`src/sv/lpe_pkg.sv`:
```
// Shared types and constants for the LED pixel pulse code encoder.
// No dependencies; imported by lpe_serializer and the top level.
package lpe_pkg;

   localparam int MAX_LEDS     = 64;
   localparam int BITS_PER_LED = 24;
   localparam int MAX_RUN      = 64;

   localparam int ADDR_W  = 11;
   localparam int CODE_W  = 16;
   localparam int COLOR_W = 8;
   localparam int LED_W   = 6;
   localparam int CNT_W   = 7;
   localparam int WORD_W  = 3 * COLOR_W;
   localparam int REM_W   = $clog2(MAX_RUN);
   localparam int CSR_IDX_W  = 3;
   localparam int CSR_DATA_W = 16;

   // register indexes of the configuration port
   localparam logic [CSR_IDX_W-1:0] CSR_BRIGHTNESS  = 3'd0;
   localparam logic [CSR_IDX_W-1:0] CSR_ONE_CODE    = 3'd1;
   localparam logic [CSR_IDX_W-1:0] CSR_ZERO_CODE   = 3'd2;
   localparam logic [CSR_IDX_W-1:0] CSR_LED_COUNT   = 3'd3;
   localparam logic [CSR_IDX_W-1:0] CSR_RESET_SLOTS = 3'd4;

   localparam logic CMD_PIXEL = 1'b0;
   localparam logic CMD_LATCH = 1'b1;

   localparam logic [COLOR_W-1:0] BRIGHTNESS_RST  = 8'd0;
   localparam logic [CODE_W-1:0]  ONE_CODE_RST    = 16'd17;
   localparam logic [CODE_W-1:0]  ZERO_CODE_RST   = 16'd9;
   localparam logic [CNT_W-1:0]   LED_COUNT_RST   = 7'd60;
   localparam logic [CNT_W-1:0]   RESET_SLOTS_RST = 7'd42;

   typedef struct packed {
      logic               cmd;
      logic [LED_W-1:0]   led_index;
      logic [COLOR_W-1:0] red;
      logic [COLOR_W-1:0] green;
      logic [COLOR_W-1:0] blue;
   } req_payload_type;

   typedef struct packed {
      logic [ADDR_W-1:0] slot_address;
      logic [CODE_W-1:0] pulse_code;
      logic              last;
   } rsp_payload_type;

   // prepared work for one transaction, handed to the serializer
   typedef struct packed {
      logic              cmd;
      logic [ADDR_W-1:0] base;
      logic [WORD_W-1:0] word;
      logic [REM_W-1:0]  rem;
   } lpe_item_type;

   typedef struct packed {
      logic [CODE_W-1:0] one_code;
      logic [CODE_W-1:0] zero_code;
   } lpe_codes_type;

   // (c * b) >> 8 when b is nonzero, c unchanged otherwise
   function automatic logic [COLOR_W-1:0] scale_color(input logic [COLOR_W-1:0] c,
                                                       input logic [COLOR_W-1:0] b);
      logic [2*COLOR_W-1:0] prod;
      prod = (2*COLOR_W)'(c) * (2*COLOR_W)'(b);
      if (b != '0) begin
         return prod[2*COLOR_W-1:COLOR_W];
      end
      return c;
   endfunction

   // n * 24 as shift and add
   function automatic logic [ADDR_W-1:0] times_bits(input logic [CNT_W-1:0] n);
      logic [ADDR_W-1:0] w;
      w = ADDR_W'(n);
      return (w << 4) + (w << 3);
   endfunction

endpackage

```
`src/sv/lpe_serializer.sv`:
```
// Holds one prepared transaction and emits its codes into the result register,
// one per cycle unless rsp_stall holds that register. Depends on lpe_pkg.
module lpe_serializer
   import lpe_pkg::*;
(
   input  logic            clock,
   input  logic            reset,
   input  logic            load,
   input  lpe_item_type    item,
   input  lpe_codes_type   codes,
   output logic            busy_stall,
   output logic            rsp_valid,
   input  logic            rsp_stall,
   output rsp_payload_type rsp_data
);

   logic              item_valid_ff, item_valid_in;
   logic              cmd_ff, cmd_in;
   logic [ADDR_W-1:0] addr_ff, addr_in;
   logic [WORD_W-1:0] word_ff, word_in;
   logic [REM_W-1:0]  rem_ff, rem_in;

   logic              rsp_valid_ff, rsp_valid_in;
   rsp_payload_type   rsp_data_ff, rsp_data_in;

   logic out_load;
   logic item_done;

   assign out_load   = item_valid_ff && (!rsp_valid_ff || !rsp_stall);
   assign item_done  = out_load && (rem_ff == '0);
   assign busy_stall = item_valid_ff && !item_done;

   always_comb begin
      item_valid_in = item_valid_ff;
      cmd_in        = cmd_ff;
      addr_in       = addr_ff;
      word_in       = word_ff;
      rem_in        = rem_ff;
      if (load) begin
         item_valid_in = 1'b1;
         cmd_in        = item.cmd;
         addr_in       = item.base;
         word_in       = item.word;
         rem_in        = item.rem;
      end else if (item_done) begin
         item_valid_in = 1'b0;
      end else if (out_load) begin
         // advance to the next code of this transaction
         addr_in = addr_ff + 1'b1;
         word_in = {word_ff[WORD_W-2:0], 1'b0};
         rem_in  = rem_ff - 1'b1;
      end
   end

   always_comb begin
      rsp_data_in  = rsp_data_ff;
      rsp_valid_in = rsp_valid_ff && rsp_stall;
      if (out_load) begin
         rsp_valid_in              = 1'b1;
         rsp_data_in.slot_address  = addr_ff;
         rsp_data_in.last          = (rem_ff == '0);
         if (cmd_ff == CMD_LATCH) begin
            rsp_data_in.pulse_code = '0;
         end else if (word_ff[WORD_W-1]) begin
            rsp_data_in.pulse_code = codes.one_code;
         end else begin
            rsp_data_in.pulse_code = codes.zero_code;
         end
      end
   end

   always_ff @(posedge clock) begin
      if (reset) begin
         item_valid_ff <= 1'b0;
         rsp_valid_ff  <= 1'b0;
      end else begin
         item_valid_ff <= item_valid_in;
         rsp_valid_ff  <= rsp_valid_in;
      end
   end

   always_ff @(posedge clock) begin
      cmd_ff      <= cmd_in;
      addr_ff     <= addr_in;
      word_ff     <= word_in;
      rem_ff      <= rem_in;
      rsp_data_ff <= rsp_data_in;
   end

   assign rsp_valid = rsp_valid_ff;
   assign rsp_data  = rsp_data_ff;

endmodule

```
`src/sv/led_pixel_pulse_code_encoder.sv`:
```
// Top level of the LED pixel pulse code encoder: configuration registers,
// color scaling and slot address setup. Depends on lpe_pkg, lpe_serializer.
//
//  channel | handshake          | payload
//  --------+--------------------+------------------------------------------
//  req     | req_valid/req_stall| req_data: cmd, led_index, red, green, blue
//  rsp     | rsp_valid/rsp_stall| rsp_data: slot_address, pulse_code, last
//  csr     | csr_valid/csr_ready| csr_index, csr_wdata (write only)
//
// A pixel transaction yields 24 codes, one per cycle while rsp_stall is low;
// a latch yields reset_slots codes, at most 64 (none if zero).
// The first code passes the item register, then the result register, to rsp;
// the next request is taken in the cycle the previous one's last code is loaded.
// Reset is synchronous and restores register defaults; csr_ready is always high.
// rsp_stall holds the result register and, through it, the serializer.
module led_pixel_pulse_code_encoder
   import lpe_pkg::*;
(
   input  logic                  clock,
   input  logic                  reset,
   input  logic                  req_valid,
   output logic                  req_stall,
   input  req_payload_type       req_data,
   output logic                  rsp_valid,
   input  logic                  rsp_stall,
   output rsp_payload_type       rsp_data,
   input  logic                  csr_valid,
   output logic                  csr_ready,
   input  logic [CSR_IDX_W-1:0]  csr_index,
   input  logic [CSR_DATA_W-1:0] csr_wdata
);

   logic [COLOR_W-1:0] brightness_ff;
   logic [CODE_W-1:0]  one_code_ff;
   logic [CODE_W-1:0]  zero_code_ff;
   logic [CNT_W-1:0]   led_count_ff;
   logic [CNT_W-1:0]   reset_slots_ff;

   logic               csr_write;
   logic               req_take;
   logic               item_load;
   lpe_item_type       item;
   lpe_codes_type      codes;
   logic [CNT_W-1:0]   leds_sat;
   logic [CNT_W-1:0]   run_len;
   logic [CNT_W-1:0]   run_last;

   assign csr_ready = 1'b1;
   assign csr_write = csr_valid && csr_ready;

   always_ff @(posedge clock) begin
      if (reset) begin
         brightness_ff  <= BRIGHTNESS_RST;
         one_code_ff    <= ONE_CODE_RST;
         zero_code_ff   <= ZERO_CODE_RST;
         led_count_ff   <= LED_COUNT_RST;
         reset_slots_ff <= RESET_SLOTS_RST;
      end else if (csr_write) begin
         case (csr_index)
            CSR_BRIGHTNESS:  brightness_ff  <= csr_wdata[COLOR_W-1:0];
            CSR_ONE_CODE:    one_code_ff    <= csr_wdata[CODE_W-1:0];
            CSR_ZERO_CODE:   zero_code_ff   <= csr_wdata[CODE_W-1:0];
            CSR_LED_COUNT:   led_count_ff   <= csr_wdata[CNT_W-1:0];
            CSR_RESET_SLOTS: reset_slots_ff <= csr_wdata[CNT_W-1:0];
            default: ;
         endcase
      end
   end

   // saturate chain length and gap length
   assign leds_sat = (led_count_ff > CNT_W'(MAX_LEDS)) ? CNT_W'(MAX_LEDS) : led_count_ff;
   assign run_len  = (reset_slots_ff > CNT_W'(MAX_RUN)) ? CNT_W'(MAX_RUN) : reset_slots_ff;
   assign run_last = run_len - 1'b1;

   always_comb begin
      item.cmd = req_data.cmd;
      if (req_data.cmd == CMD_LATCH) begin
         item.base = times_bits(leds_sat);
         item.word = '0;
         item.rem  = run_last[REM_W-1:0];
      end else begin
         item.base = times_bits(CNT_W'(req_data.led_index));
         item.word = {scale_color(req_data.green, brightness_ff),
                      scale_color(req_data.red, brightness_ff),
                      scale_color(req_data.blue, brightness_ff)};
         item.rem  = REM_W'(BITS_PER_LED - 1);
      end
   end

   // drop a latch with an empty gap
   assign req_take  = req_valid && !req_stall;
   assign item_load = req_take && !((req_data.cmd == CMD_LATCH) && (run_len == '0));

   assign codes.one_code  = one_code_ff;
   assign codes.zero_code = zero_code_ff;

   lpe_serializer u_serializer (
      .clock      (clock),
      .reset      (reset),
      .load       (item_load),
      .item       (item),
      .codes      (codes),
      .busy_stall (req_stall),
      .rsp_valid  (rsp_valid),
      .rsp_stall  (rsp_stall),
      .rsp_data   (rsp_data)
   );

`ifndef ASSERT_OFF
   // a code that is taken and is not the last of its run is followed at once by more
   a_run_continues: assert property (@(posedge clock) disable iff (reset)
      (rsp_valid && !rsp_stall && !rsp_data.last) |=> rsp_valid)
      else $error("result run broken before its last code");

   a_addr_steps: assert property (@(posedge clock) disable iff (reset)
      (rsp_valid && !rsp_stall && !rsp_data.last) |=>
      (rsp_data.slot_address == $past(rsp_data.slot_address) + 1'b1))
      else $error("slot address did not advance by one within a run");

   a_reset_empty: assert property (@(posedge clock)
      $past(reset) |-> (!rsp_valid && !req_stall))
      else $error("block not empty after reset");
`endif

endmodule

```
`config.mk`:
```
export PLATFORM = sky130hd
export DESIGN_NAME = led_pixel_pulse_code_encoder
export DESIGN_NICKNAME = d
export VERILOG_FILES = /design/src/sv/lpe_pkg.sv /design/src/sv/lpe_serializer.sv /design/src/sv/led_pixel_pulse_code_encoder.sv
export SDC_FILE = /design/constraint.sdc
export NUM_CORES = 1
export LEC_CHECK = 0
export ABC_AREA = 1
export BUFFER_PORTS_ARGS = -buffer_cell sky130_fd_sc_hd__buf_4
export CORE_MARGIN = 3
export CORE_UTILIZATION = 30
export DETAILED_ROUTE_END_ITERATION = 8
export SLEW_MARGIN = 25
export SYNTH_ARGS = -nofsm -noshare
export SYNTH_HDL_FRONTEND = slang
export SYNTH_HIERARCHICAL = 1
export SYNTH_SLANG_ARGS = --single-unit
```
`constraint.sdc`:
```
create_clock -name clock -period 12.15 [get_ports clock]
set_clock_uncertainty 0.15 [all_clocks]
set_input_delay 2.43 -clock clock [delete_from_list [all_inputs] [get_ports clock]]
set_output_delay 2.43 -clock clock [all_outputs]
set_load 0.05 [all_outputs]
```
==> reports/qor.csv <==
stage,metric,value,unit
outcome,status,completed,
critical_path,critPathRequiredTime,12170,ps
global_route,gr-usage-all-layers,14.0,%
cts,numClockSinks,126,
pwr,power.leakage,8.59,nW
floorplan,die_h,215,um
detailed_routing,via_count,11000,
detailed_routing,drtIter0Drc,672,
detailed_routing,wl_per_cell,12.9,um
sta,final_min_period_over_clock_period,51.7,%
critical_path,start_kind,primary input,
floorplan,ioPinCount,86,
critical_path,worstSetupPathType,primary input to register,
detailed_routing,first_pass_iters,6,
flow_run,maxCapViolCount,0,
placed_design,hpwl,23.5,mm
logic_synthesis,ys_ff_latch,126,
sta,relSlewSlack,30.4,%
global_route,grt-ovfl-total,0,
sta,tightest_slew,1040,ps
floorplan,core,0.0425,mm^2
critical_path,cp_max_fo,8,
floorplan,dieWidth,215,um
logic_synthesis,synth_top_cell_area_share,16.4,%
sta,fmax,0.159,GHz
floorplan,initial_utilization,30.7,%
sta,hold_violations,0,
critical_path,cpLargestDelayFamily,adder cells,
detailed_routing,routed_via_density,4.48,
floorplan,placementRows,75,
layout,fin_nets,2152,
detailed_routing,drc,0,
hold_path,min_path_type,register to register,
placed_design,gp_congestion,0.835,
layout,drive_gt1_share,8.21,%
cts,cts_resized,0,
sta,fin_crit,6290,ps
critical_path,slowest_stage,fa_1,
cts,postCtsSetupBuffers,0,
placed_design,dp_worst_setup_slack,5430,ps
sta,drv_slew,0,
global_route,grt_pass1_wl,53.9,mm
cts,cts_made_buffers,17,
critical_path,worstSetupEndpointType,register,
detailed_routing,wl,31.7,mm
critical_path,slowest_delay,550,ps
logic_synthesis,synth_area,0.0131,mm^2
pwr,ir_worst_vdd,0.0790,mV
floorplan,die_area,0.0461,mm^2
pwr,power_density,92.8,mW/mm^2
sta,setup_viol,0,
detailed_routing,postRouteAntennaNets,0,
layout,antenna_cells,0,
logic_synthesis,yosysSeqAreaShare,24.7,%
logic_synthesis,synthTopCellsByArea,"fa_1, edfxtp_1, nand2_1, inv_1, ha_1",
sta,tns,0,ps
sta,setup_ws,5860,ps
critical_path,critPathArrivalTime,6310,ps
global_route,grt_max_degree,52,
sta,rsz0062_at_grt,false,
global_route,grt_pass1_vias,11200,
placed_design,io_buffers,84,
cts,htreeDepth,4,
logic_synthesis,avgSynthCellArea,7.12,um^2
critical_path,critPathBufInv,6,
logic_synthesis,syn-instance-count,1835,
critical_path,cp_common_cell,nand2_1,
critical_path,crit_chain,buf_4 -> nand2_1 -> fa_1 -> fa_1 -> inv_1 -> fa_1 -> inv_1 -> fa_1 -> inv_1 -> ha_1 -> nand2_1 -> inv_1 -> nand3_1 -> o21ai_0 -> nand2_1 -> nand3_1 -> nand3_1 -> nand2_1 -> inv_1 -> nand2_1 -> nand2_1,
layout,syn_to_final_growth,12.9,%
logic_synthesis,yosys.area.top_type,fa_1,
logic_synthesis,synth_cell_type_count,39,
cts,cts_tree,done,
cts,clock_latency,420,ps
cts,clock_path_buffers,2,
cts,hold_buffers,0,
logic_synthesis,yosysWarnings,6,
global_route,antenna_found_initial,0,
cts,cts.reportedPaths.clkPinSlew,60,ps
cts,cts_root_buf,clkbuf_16,
placed cells by master, fill, tap and decap left out, types with 9 or more instances in the layout:
cell type | Yosys | final
a21oi_1 | 56 | 56
buf_4 | 6 | 97
clkbuf_16 | 0 | 22
dfxtp_1 | 56 | 56
edfxtp_1 | 70 | 70
fa_1 | 107 | 107
ha_1 | 115 | 115
inv_1 | 408 | 408
nand2_1 | 525 | 525
nand3_1 | 75 | 75
nor2_1 | 181 | 181
nor2_2 | 18 | 18
o21ai_0 | 74 | 73
o21bai_1 | 11 | 11
xor2_1 | 9 | 9
cell type report:
type                            count  area (um^2)
Timing Repair Buffer               97          728
Multi-Input combinational cell   1221         7920
Inverter                          412         1550
Clock buffer                       31          604
Tap cell                          577          722
Sequential cell                   126         3220
Fill cell                        4455        27800
Clock inverter                      1         8.76
power by group:
part / leakage (nW) / internal [mW] / switching [mW]
Clock: 0.298 / 0.334 / 0.181
Combinational: 7.14 / 0.108 / 0.216
Sequential: 1.15 / 0.503 / 0.0269
cell usage after synthesis:
cell	n
o211ai_1	1
nor2_1	181
nand3_2	2
mux2i_1	1
inv_2	4
o21ai_1	5
a31oi_1	2
nand2_1	525
clkbuf_8	1
nor4_4	1
buf_6	8
nor2_4	1
nand3_1	75
edfxtp_1	70
buf_1	10
a311oi_1	1
nand2_2	1
nor3_1	4
and2_1	3
xor2_1	9
ha_1	115
conb_1	2
or2_2	2
a21o_1	7
clkbuf_1	33
a21oi_1	56
nand4_1	6
buf_2	20
fa_1	107
nand3b_1	3
dfxtp_1	56
buf_4	6
o21bai_1	11
inv_1	408
nor2_2	18
o21ai_2	1
xnor2_1	4
o21ai_0	74
nor3_2	1
sequential cells by signal, summed over array words and instances (netlist names), 6 cells and up:
| name | cells |
|---|---|
| u_serializer/word_ff | 24 |
| u_serializer/addr_ff | 11 |
| brightness_ff | 8 |
| one_code_ff | 16 |
| zero_code_ff | 16 |
| u_serializer/rsp_data | 28 |
| u_serializer/rem_ff | 6 |
| reset_slots_ff | 7 |
| led_count_ff | 7 |
path summary, 6_finish.rpt:
kind | start | to | slack (ps) | cells after the start
worst min register to register | zero_code_ff[3] | zero_code_ff[3] | 310 | 2
worst max register to register | brightness_ff[2] | u_serializer/word_ff[20] | 7200 | 21
worst min-delay path | zero_code_ff[3] | zero_code_ff[3] | 310 | 2
worst max-delay path | req_data[0] | u_serializer/word_ff[4] | 5860 | 21
tightest hold or removal path, delay by kind of cell (launching register included):
family           cells  cell delay [ps]
DFF                  1              320
and+or+nand+nor      2              100
cells by family (layout without fill, tap and decap cells):
family	count (synthesis)	count (layout)	synth area share, %
other	2	4	0.0575
xor gates and xnor gates	13	13	0.872
adders and majority gates	222	222	27.4
and+or+nand+nor	823	823	25.4
DFF	126	126	24.7
muxes	1	1	0.0767
AOI/OAI and AO/OA	158	158	6.50
buffers and inverters	490	541	15.0
per-layer routing:
layer / track usage (%) / up-vias / routed length [um]
li1: - / 5576 / -
met1: 18.1 / 5210 / 14800
met2: 24.7 / 208 / 15300
met3: 2.11 / 48 / 1120
met4: 3.46 / 0 / 499
met5: 0 / - / 0
stage by stage:
step           util (%)  area (um^2)  hold WS [ps]  cells  power (mW)
6_report           34.7        14700           308   2465        1.37
5_1_grt            34.7        14700           338   2465        1.45
4_1_cts            34.7        14700           310   2465        1.38
3_5_place_dp       33.3        14100           295   2433       0.863
3_3_place_gp       33.3        14100           289   2433       0.857
2_1_floorplan         -        13100           279   1837       0.773
Power figures use the tool's default switching activity.
